===== src/rtl/core/gppc_pkg.sv =====
`default_nettype none
package gppc_pkg;

	localparam int MAX_BATCH_ITEMS = 4096;
	// holds the saturated count MAX_BATCH_ITEMS + 1
	localparam int ITEMS_W = $clog2(MAX_BATCH_ITEMS + 2);
	localparam int COUNT_W = 13;
	localparam int GIDX_W = 12;
	localparam int ROUND_MASK = 3;

	localparam int CFG_INDEX_W = 4;
	localparam logic [CFG_INDEX_W-1:0] CFG_METADATA_SIZE = 4'd0;
	localparam logic [CFG_INDEX_W-1:0] CFG_MAX_OBJECT_SIZE = 4'd1;
	localparam logic [CFG_INDEX_W-1:0] CFG_MAX_GROUP_BYTES = 4'd2;
	localparam logic [CFG_INDEX_W-1:0] CFG_MAX_GROUP_OBJECTS = 4'd3;

	localparam logic [63:0] RST_METADATA_SIZE = 64'd0;
	localparam logic [63:0] RST_MAX_OBJECT_SIZE = '1;
	localparam logic [63:0] RST_MAX_GROUP_BYTES = 64'd1048576;
	localparam logic [COUNT_W-1:0] RST_MAX_GROUP_OBJECTS = 13'd64;

	localparam logic [1:0] TR_FIRST = 2'd1;
	localparam logic [1:0] TR_SECOND = 2'd2;

	localparam int S_TDATA_W = 408;
	localparam int S_TUSER_W = 3;
	localparam int M_TDATA_W = 96;

	typedef struct packed {
		logic [63:0] metadata_size;
		logic [63:0] max_object_size;
		logic [63:0] max_group_bytes;
		logic [COUNT_W-1:0] max_group_objects;
	} cfg_t;

	typedef struct packed {
		logic batch_last;
		logic gather_allowed;
		logic [63:0] header_metadata_size;
		logic [63:0] payload_size;
		logic [1:0] transport;
		logic [63:0] target_address;
		logic [63:0] region_key;
		logic [31:0] host_tag;
		logic [15:0] port_number;
		logic [63:0] peer_tag;
		logic chip_present;
		logic [31:0] chip_number;
	} item_t;

	typedef struct packed {
		logic batch_last;
		logic static_bad;
		logic [63:0] aligned;
		logic [1:0] transport;
		logic [63:0] target_address;
		logic addr_below_meta;
		logic [63:0] region_key;
		logic [31:0] host_tag;
		logic [15:0] port_number;
		logic [63:0] peer_tag;
		logic [32:0] chip;
	} prep_t;

	typedef struct packed {
		logic starts_group;
		logic [GIDX_W-1:0] group_index;
		logic [63:0] aligned_size;
		logic batch_done;
		logic plan_ok;
		logic [COUNT_W-1:0] group_total;
	} result_t;

endpackage
`default_nettype wire


===== src/rtl/core/gather_plan_partition_check_unit.sv =====
`default_nettype none
// Channel   Dir  Handshake              Payload
// s_*       in   s_tvalid / s_tready    s_tdata, s_tuser, s_tlast (batch_last)
// m_*       out  m_tvalid / m_tready    m_tdata, m_tlast (batch_done)
// cfg_*     in   cfg_valid / cfg_ready  cfg_index, cfg_data
//
// One beat per cycle sustained while m_tready accepts results; each beat passes the stages below in order.
// Stages: input register, size/rounding register, plan-state update into the result register.
// A stalled result holds in the result register; ready propagates back stage by stage.
// arst_n clears the pipeline, the batch state and loads the register defaults.
// cfg_ready is always high.
module gather_plan_partition_check_unit (
	input  wire logic                                clk,
	input  wire logic                                arst_n,
	input  wire logic                                s_tvalid,
	output      logic                                s_tready,
	// gather_allowed, header_metadata_size, payload_size, target_address, region_key,
	// host_tag, port_number, peer_tag, chip_number, zero pad
	input  wire logic [gppc_pkg::S_TDATA_W-1:0]      s_tdata,
	// transport, chip_present
	input  wire logic [gppc_pkg::S_TUSER_W-1:0]      s_tuser,
	input  wire logic                                s_tlast,
	output      logic                                m_tvalid,
	input  wire logic                                m_tready,
	// starts_group, group_index, aligned_size, plan_ok, group_total, zero pad
	output      logic [gppc_pkg::M_TDATA_W-1:0]      m_tdata,
	output      logic                                m_tlast,
	input  wire logic                                cfg_valid,
	output      logic                                cfg_ready,
	input  wire logic [gppc_pkg::CFG_INDEX_W-1:0]    cfg_index,
	input  wire logic [63:0]                         cfg_data
);

	gppc_pkg::cfg_t    cfg;
	gppc_pkg::item_t   item_in;
	gppc_pkg::item_t   item_s1;
	gppc_pkg::prep_t   prep_comb;
	gppc_pkg::prep_t   prep_s2;
	gppc_pkg::result_t res_comb;
	gppc_pkg::result_t res_q;
	logic              valid_s1;
	logic              valid_s2;
	logic              out_valid_q;
	logic              out_free;
	logic              s2_free;
	logic              s1_free;
	logic              step;

	gppc_cfg_regs u_cfg (
		.clk       (clk),
		.arst_n    (arst_n),
		.cfg_valid (cfg_valid),
		.cfg_ready (cfg_ready),
		.cfg_index (cfg_index),
		.cfg_data  (cfg_data),
		.cfg       (cfg)
	);

	always_comb begin
		item_in.batch_last = s_tlast;
		item_in.gather_allowed = s_tdata[0];
		item_in.header_metadata_size = s_tdata[64:1];
		item_in.payload_size = s_tdata[128:65];
		item_in.transport = s_tuser[1:0];
		item_in.target_address = s_tdata[192:129];
		item_in.region_key = s_tdata[256:193];
		item_in.host_tag = s_tdata[288:257];
		item_in.port_number = s_tdata[304:289];
		item_in.peer_tag = s_tdata[368:305];
		item_in.chip_present = s_tuser[2];
		item_in.chip_number = s_tdata[400:369];
	end

	assign out_free = !out_valid_q || m_tready;
	assign s2_free = !valid_s2 || out_free;
	assign s1_free = !valid_s1 || s2_free;
	assign s_tready = s1_free;
	assign step = valid_s2 && out_free;

	gppc_size_stage u_size (
		.item (item_s1),
		.cfg  (cfg),
		.prep (prep_comb)
	);

	gppc_plan_state u_plan (
		.clk    (clk),
		.arst_n (arst_n),
		.step   (step),
		.prep   (prep_s2),
		.cfg    (cfg),
		.res    (res_comb)
	);

	always_ff @(posedge clk or negedge arst_n) begin
		if (!arst_n) begin
			valid_s1 <= 1'b0;
			valid_s2 <= 1'b0;
			out_valid_q <= 1'b0;
		end else begin
			if (s1_free) valid_s1 <= s_tvalid;
			if (s2_free) valid_s2 <= valid_s1;
			if (out_free) out_valid_q <= valid_s2;
		end
	end

	always_ff @(posedge clk) begin
		if (s_tvalid && s1_free) item_s1 <= item_in;
		if (valid_s1 && s2_free) prep_s2 <= prep_comb;
		if (step) res_q <= res_comb;
	end

	assign m_tvalid = out_valid_q;
	assign m_tlast = res_q.batch_done;
	assign m_tdata = {5'd0, res_q.group_total, res_q.plan_ok, res_q.aligned_size,
		res_q.group_index, res_q.starts_group};

endmodule
`default_nettype wire


===== src/rtl/core/gppc_cfg_regs.sv =====
`default_nettype none
module gppc_cfg_regs (
	input  wire logic                                clk,
	input  wire logic                                arst_n,
	input  wire logic                                cfg_valid,
	output      logic                                cfg_ready,
	input  wire logic [gppc_pkg::CFG_INDEX_W-1:0]    cfg_index,
	input  wire logic [63:0]                         cfg_data,
	output      gppc_pkg::cfg_t                      cfg
);

	gppc_pkg::cfg_t cfg_q;

	assign cfg_ready = 1'b1;
	assign cfg = cfg_q;

	always_ff @(posedge clk or negedge arst_n) begin
		if (!arst_n) begin
			cfg_q.metadata_size <= gppc_pkg::RST_METADATA_SIZE;
			cfg_q.max_object_size <= gppc_pkg::RST_MAX_OBJECT_SIZE;
			cfg_q.max_group_bytes <= gppc_pkg::RST_MAX_GROUP_BYTES;
			cfg_q.max_group_objects <= gppc_pkg::RST_MAX_GROUP_OBJECTS;
		end else if (cfg_valid) begin
			case (cfg_index)
				gppc_pkg::CFG_METADATA_SIZE: cfg_q.metadata_size <= cfg_data;
				gppc_pkg::CFG_MAX_OBJECT_SIZE: cfg_q.max_object_size <= cfg_data;
				gppc_pkg::CFG_MAX_GROUP_BYTES: cfg_q.max_group_bytes <= cfg_data;
				gppc_pkg::CFG_MAX_GROUP_OBJECTS: begin
					cfg_q.max_group_objects <= cfg_data[gppc_pkg::COUNT_W-1:0];
				end
				default: ;
			endcase
		end
	end

endmodule
`default_nettype wire


===== src/rtl/core/gppc_size_stage.sv =====
`default_nettype none
module gppc_size_stage (
	input  wire gppc_pkg::item_t item,
	input  wire gppc_pkg::cfg_t  cfg,
	output      gppc_pkg::prep_t prep
);

	logic [65:0] sum;
	logic        sum_ok;

	// data + metadata + 3 in one add; no carry out means neither step overflows
	assign sum = {2'b00, item.payload_size} + {2'b00, cfg.metadata_size}
		+ 66'(gppc_pkg::ROUND_MASK);
	assign sum_ok = (sum[65:64] == 2'b00);

	always_comb begin
		prep.batch_last = item.batch_last;
		prep.aligned = sum_ok ? {sum[63:2], 2'b00} : 64'd0;
		prep.static_bad = !item.gather_allowed
			|| (item.header_metadata_size != cfg.metadata_size)
			|| (cfg.max_group_bytes == 64'd0)
			|| (cfg.max_group_objects == '0)
			|| (item.payload_size > cfg.max_object_size)
			|| !sum_ok;
		prep.transport = item.transport;
		prep.target_address = item.target_address;
		prep.addr_below_meta = item.target_address < cfg.metadata_size;
		prep.region_key = item.region_key;
		prep.host_tag = item.host_tag;
		prep.port_number = item.port_number;
		prep.peer_tag = item.peer_tag;
		prep.chip = item.chip_present ? {1'b1, item.chip_number} : 33'd0;
	end

endmodule
`default_nettype wire


===== src/rtl/core/gppc_plan_state.sv =====
`default_nettype none
module gppc_plan_state (
	input  wire logic            clk,
	input  wire logic            arst_n,
	input  wire logic            step,
	input  wire gppc_pkg::prep_t prep,
	input  wire gppc_pkg::cfg_t  cfg,
	output      gppc_pkg::result_t res
);

	localparam int CW = gppc_pkg::COUNT_W;
	localparam int IW = gppc_pkg::ITEMS_W;

	logic          plan_failed_q;
	logic [CW-1:0] items_in_group_q;
	logic [63:0]   group_bytes_q;
	logic [CW-1:0] groups_closed_q;
	logic [IW-1:0] items_seen_q;
	logic [63:0]   expected_address_q;
	logic [1:0]    group_transport_q;
	logic [63:0]   group_region_q;
	logic [31:0]   group_host_q;
	logic [15:0]   group_port_q;
	logic [63:0]   group_peer_q;
	logic [32:0]   group_chip_q;

	logic          item_bad;
	logic          active;
	logic          open_grp;
	logic          close_grp;
	logic          same_dest;
	logic          new_fail;
	logic [63:0]   room;
	logic [63:0]   base;
	logic [64:0]   next_addr;
	logic          plan_failed_d;
	logic [CW-1:0] items_in_group_d;
	logic [63:0]   group_bytes_d;
	logic [CW-1:0] groups_closed_d;
	logic [IW-1:0] items_seen_d;
	logic [63:0]   expected_address_d;

	always_comb begin
		item_bad = prep.static_bad
			|| (prep.aligned > cfg.max_group_bytes)
			|| (items_seen_q >= IW'(gppc_pkg::MAX_BATCH_ITEMS));
		active = !item_bad && !plan_failed_q;
		room = cfg.max_group_bytes - group_bytes_q;
		close_grp = (items_in_group_q != '0)
			&& ((items_in_group_q >= cfg.max_group_objects) || (prep.aligned > room));
		open_grp = (items_in_group_q == '0) || close_grp;
		same_dest = (prep.transport == group_transport_q)
			&& (prep.host_tag == group_host_q)
			&& (prep.port_number == group_port_q)
			&& (prep.peer_tag == group_peer_q)
			&& (prep.region_key == group_region_q)
			&& ((prep.transport != gppc_pkg::TR_FIRST) || (prep.chip == group_chip_q));
		base = open_grp ? prep.target_address : expected_address_q;
		next_addr = {1'b0, base} + {1'b0, prep.aligned};
		if (open_grp) begin
			new_fail = ((prep.transport != gppc_pkg::TR_FIRST)
				&& (prep.transport != gppc_pkg::TR_SECOND)) || prep.addr_below_meta;
		end else begin
			new_fail = !same_dest || (prep.target_address != expected_address_q);
		end
		new_fail = new_fail || next_addr[64];

		plan_failed_d = plan_failed_q || item_bad || (active && new_fail);
		items_in_group_d = items_in_group_q;
		group_bytes_d = group_bytes_q;
		groups_closed_d = groups_closed_q;
		expected_address_d = expected_address_q;
		if (active) begin
			items_in_group_d = (open_grp ? '0 : items_in_group_q) + CW'(1);
			group_bytes_d = (open_grp ? 64'd0 : group_bytes_q) + prep.aligned;
			groups_closed_d = groups_closed_q + CW'(close_grp);
			expected_address_d = next_addr[64] ? base : next_addr[63:0];
		end
		items_seen_d = (items_seen_q <= IW'(gppc_pkg::MAX_BATCH_ITEMS))
			? items_seen_q + IW'(1) : items_seen_q;

		res.starts_group = active && open_grp;
		res.group_index = active ? groups_closed_d[gppc_pkg::GIDX_W-1:0] : '0;
		res.aligned_size = prep.aligned;
		res.batch_done = prep.batch_last;
		res.plan_ok = prep.batch_last && !plan_failed_d;
		res.group_total = res.plan_ok
			? groups_closed_d + CW'(items_in_group_d != '0) : '0;
	end

	always_ff @(posedge clk or negedge arst_n) begin
		if (!arst_n) begin
			plan_failed_q <= 1'b0;
			items_in_group_q <= '0;
			group_bytes_q <= '0;
			groups_closed_q <= '0;
			items_seen_q <= '0;
			expected_address_q <= '0;
			group_transport_q <= '0;
			group_region_q <= '0;
			group_host_q <= '0;
			group_port_q <= '0;
			group_peer_q <= '0;
			group_chip_q <= '0;
		end else if (step) begin
			if (prep.batch_last) begin
				plan_failed_q <= 1'b0;
				items_in_group_q <= '0;
				group_bytes_q <= '0;
				groups_closed_q <= '0;
				items_seen_q <= '0;
				expected_address_q <= '0;
				group_transport_q <= '0;
				group_region_q <= '0;
				group_host_q <= '0;
				group_port_q <= '0;
				group_peer_q <= '0;
				group_chip_q <= '0;
			end else begin
				plan_failed_q <= plan_failed_d;
				items_in_group_q <= items_in_group_d;
				group_bytes_q <= group_bytes_d;
				groups_closed_q <= groups_closed_d;
				items_seen_q <= items_seen_d;
				expected_address_q <= expected_address_d;
				if (active && open_grp) begin
					group_transport_q <= prep.transport;
					group_region_q <= prep.region_key;
					group_host_q <= prep.host_tag;
					group_port_q <= prep.port_number;
					group_peer_q <= prep.peer_tag;
					group_chip_q <= prep.chip;
				end
			end
		end
	end

`ifndef SYNTH
	a_last_clears: assert property (@(posedge clk) disable iff (!arst_n)
		step && prep.batch_last |=> (items_seen_q == '0) && (groups_closed_q == '0)
			&& !plan_failed_q)
		else $error("batch state not cleared after last beat");
	a_failed_ungrouped: assert property (@(posedge clk) disable iff (!arst_n)
		step && plan_failed_q |-> !res.starts_group && (res.group_index == '0))
		else $error("item grouped after plan failure");
	a_ok_only_last: assert property (@(posedge clk) disable iff (!arst_n)
		res.plan_ok |-> res.batch_done && !plan_failed_q)
		else $error("plan_ok outside a clean last beat");
	a_group_filled: assert property (@(posedge clk) disable iff (!arst_n)
		step && active && !prep.batch_last |=> items_in_group_q != '0)
		else $error("grouped item left group empty");
`endif

endmodule
`default_nettype wire

===== config.mk =====
export PLATFORM = sky130hd
export DESIGN_NAME = gather_plan_partition_check_unit
export DESIGN_NICKNAME = d
export VERILOG_FILES = /design/src/rtl/core/gppc_pkg.sv /design/src/rtl/core/gather_plan_partition_check_unit.sv /design/src/rtl/core/gppc_cfg_regs.sv /design/src/rtl/core/gppc_size_stage.sv /design/src/rtl/core/gppc_plan_state.sv
export SDC_FILE = /design/constraint.sdc
export NUM_CORES = 2
export LEC_CHECK = 0
export ABC_AREA = 1
export BUFFER_PORTS_ARGS = -buffer_cell sky130_fd_sc_hd__buf_2
export CELL_PAD_IN_SITES_DETAIL_PLACEMENT = 1
export CELL_PAD_IN_SITES_GLOBAL_PLACEMENT = 1
export CORE_MARGIN = 5
export CORE_UTILIZATION = 25
export DETAILED_ROUTE_END_ITERATION = 7
export MAX_ROUTING_LAYER = met4
export PLACE_DENSITY_LB_ADDON = 0.1
export SYNTH_ARGS = -nofsm -noshare
export SYNTH_HDL_FRONTEND = slang
export SYNTH_HIERARCHICAL = 1
export SYNTH_SLANG_ARGS = --single-unit

===== constraint.sdc =====
create_clock -name clk -period 9.9 [get_ports clk]
set_input_delay 0 -clock clk [delete_from_list [all_inputs] [get_ports clk]]
set_output_delay 0 -clock clk [all_outputs]
set_load 0.005 [all_outputs]

==> flow_summary.toml <==
[timing]
tightest_slew_ns = 1.18
setup_violations = 0
finalHoldViolCount = 0
setup_ws_ns = 0.919
rsz0062_at_grt = "false"
finalSetupTns_ns = 0
finalCriticalPeriod_ns = 8.98
clock_skew_ns = 0.113
finalCritPeriodShare_pct = 90.7
max_freq_ghz = 0.111
slew_violations = 0
max_slew_margin_pct = 21.0

[yosys]
ys.flop_type = "edfxtp_1"
yosysTopAreaCell = "edfxtp_1"
yosysUniqueCellTypes = 74
async_flop_share_pct = 41.2
yosys_warnings = 6
syn_avg_cell_area_um2 = 8.44
ys_seq_elements = 1426
seq_area_frac_synth_pct = 46.4
synth_edf_count = 839
netlist_area_mm2 = 0.0862
netlist_instances = 10215
synthTopCellsByCount = "nand2_1 (2,258), inv_1 (1,571), nor2_1 (877)"
synth_top_area_share_pct = 29.2
yosys-top-cells-area = "edfxtp_1 (29%), dfrtp_1 (15%), nand2_1 (9.8%), ha_1 (7.7%), inv_1 (6.8%)"
yosysMostFrequentCell = "nand2_1"

[floorplanning]
ioPinCount = 585
die_x_um = 597
die_area_mm2 = 0.357
start_util_pct = 25.1
die_y_um = 597
core_area_mm2 = 0.343
rows = 215

[critical_path]
startpoint_type = "flop"
cp.arrival_ns = 9.67
end_kind = "flop"
max_stage_delay_ns = 0.44
worstPathRequired_ns = 10.59
crit_top_cell = "nand2_1"
crit_slowest_cell = "fa_1"
path_max_fanout = 11
crit_type = "reg2reg"

[clocking]
cts_tree = "yes"
post_cts_buffers = 0
tritoncts.num_buffers = 184
clk_latency_ns = 0.93
clockBufferDepth = 4
cts.sinks = 1426
clk_pin_slew_ns = 0.06
cts-htree-levels = 4
cts_root_buf = "clkbuf_16"

[place]
port_buffers = 571
dp_slack_ns = 0.433
place_congestion = 0.924
hpwl_mm = 321

[detailed_routing]
top_layer_used = "met4"
vias_per_cell = 4.69
wirelength_mm = 413
routed-wl-met2_mm = 191
dr.first_iter.drc_count = 4319
num_vias = 76327
wl_per_cell_um = 25.4
drcViolationCount = 0
ant_nets = 0
wl_met1_mm = 197
dr_wl_met3_mm = 14.7
drtPass1Iterations = 6

[layout]
syn_to_final_growth_pct = 26.0
register_area_mm2 = 0.0400
fin_nets = 12576
drive_gt1_share_pct = 10.7
multi_input_area_mm2 = 0.0368
n_fill_cell = 40253

[outcome]
status = "finished, final reports clean"

[power_and_ir_drop]
p_per_area_mw_per_mm2 = 211
cell_internal_pwr_mw = 13.9
leakage_nw = 48.2
p_clk_share_pct = 31.0
p_switching_mw = 9.05
seqPwrFrac_pct = 33.9
power_mw = 22.9
switching_share_pct = 39.5
vdd_drop_max_mv = 0.142
p_comb_share_pct = 35.1

[hold_path]
hold_class = "in2reg"

[global_routing]
grt_max_degree = 156
grt.total_usage_pct = 23.2
grt_pass1_wl_mm = 587
grt_pass1_vias = 80725
antenna_found_initial = 71
grt-ovfl-total = 0

[flow_run]
cap_violations = 0
## flip-flops by register name, summed over array words and instances, names as in the netlist, 2 cells and up
signal / cells
item_s1: 405
prep_s2: 342
u_cfg/cfg: 205
m_tdata: 91
u_plan/expected_address_q: 64
u_plan/group_bytes_q: 64
u_plan/group_peer_q: 64
u_plan/group_region_q: 64
u_plan/group_chip_q: 33
u_plan/group_host_q: 32
u_plan/group_port_q: 16
u_plan/groups_closed_q: 13
u_plan/items_in_group_q: 13
u_plan/items_seen_q: 13
u_plan/group_transport_q: 2
## power by group through the flow
stage | Sequential, mW | Clock [mW] | Combinational (mW)
2_1_floorplan | 7.67 | 0 | 4.65
3_3_place_gp | 7.89 | 0 | 7.65
3_5_place_dp | 7.90 | 0 | 7.71
4_1_cts | 7.78 | 7.36 | 8.05
5_1_grt | 7.82 | 7.60 | 8.86
6_report | 7.77 | 7.11 | 8.04
## what timing repair did
action,in CTS,in global routing
endpoints found under the setup margin,0,16
hold buffers,944,0
endpoints found under the hold margin,857,0
gates resized for setup,0,3
## worst max-delay path, delay by kind of cell (launching register included)
family	cells	cell delay (ns)
compound gates	11	2.79
buf+inv	5	0.76
xor+xnor	1	0.19
flops	1	0.41
simple gates	24	3.22
fa+ha+maj	4	1.41
## metal layers
metal  global-route usage (%)  up-vias
met3                     2.32      378
met2                     37.2     1534
met5                        -        -
li1                         -    36329
met1                     31.6    38086
met4                     5.52        0
## per-stage QoR
stage	instance area [um^2]	std cells	hold WS, ns	utilization (%)
after detailed placement	92800	14983	0.0429	27.0
final	109000	16291	0.0660	31.6
after global placement	92800	14983	0.0367	27.0
after global routing	109000	16282	0.0326	31.6
after floorplan	86200	10220	-0.296	-
after CTS	109000	16267	0.000271	31.6
## path summary, 6_finish.rpt
| check | startpoint | endpoint | slack, ns | depth (start not counted) |
|---|---|---|---|---|
| max reg2reg | u_cfg/cfg[15]$_DFFE_PN0P_ | m_tdata[87]$_DFFE_PP_ | 0.92 | 45 |
| min | s_tdata[158] | item_s1[238]$_DFFE_PP_ | 0.07 | 2 |
| max | u_cfg/cfg[15]$_DFFE_PN0P_ | m_tdata[87]$_DFFE_PP_ | 0.92 | 45 |
| min in group asynchronous | arst_n | u_cfg/cfg[33]$_DFFE_PN1P_ | 0.34 | 3 |
| max in group asynchronous | arst_n | u_cfg/cfg[59]$_DFFE_PN0P_ | 7.71 | 5 |
| min reg2reg | item_s1[40]$_DFFE_PP_ | prep_s2[40]$_DFFE_PP_ | 0.37 | 0 |
## layout make-up
type                    instances  share of cell area (%)
flip-flops and latches       1426                    36.8
multi-input cells            6664                    33.9
repair buffers               1696                    12.8
inverters                    1584                    5.50
well taps                    4557                    5.25
clock buffers                 231                    4.51
clock inverters               109                    1.25
diodes                         24                  0.0553
## cells in the final DEF, fill, tap and decap left out, drive strengths merged, types with 141 or more instances in the layout
master	synthesis	routed
o21ai	557	557
nand2	2282	2282
nand3	455	455
xnor2	230	230
nand4	360	360
ha	531	531
buf	484	753
dlygate4sd3	0	943
a21oi	512	512
nor2	916	916
clkbuf	62	231
xor2	141	141
edfxtp	839	839
inv	1582	1592
dfrtp	521	521
## kinds of logic (layout without fill, tap and decap cells)
group                    after synthesis  count (layout)  share of synthesized area (%)
AO/OA/AOI/OAI                       1504            1504                           9.79
XOR/XNOR                             371             371                           3.78
adder cells (fa/ha/maj)              535             535                           7.80
buffers and inverters               2130            3620                           11.1
flip-flops                          1426            1426                           46.4
other                                  3              32                         0.0131
AND/OR/NAND/NOR                     4246            4246                           21.2
Note: power is estimated with default switching activity, not from simulation.
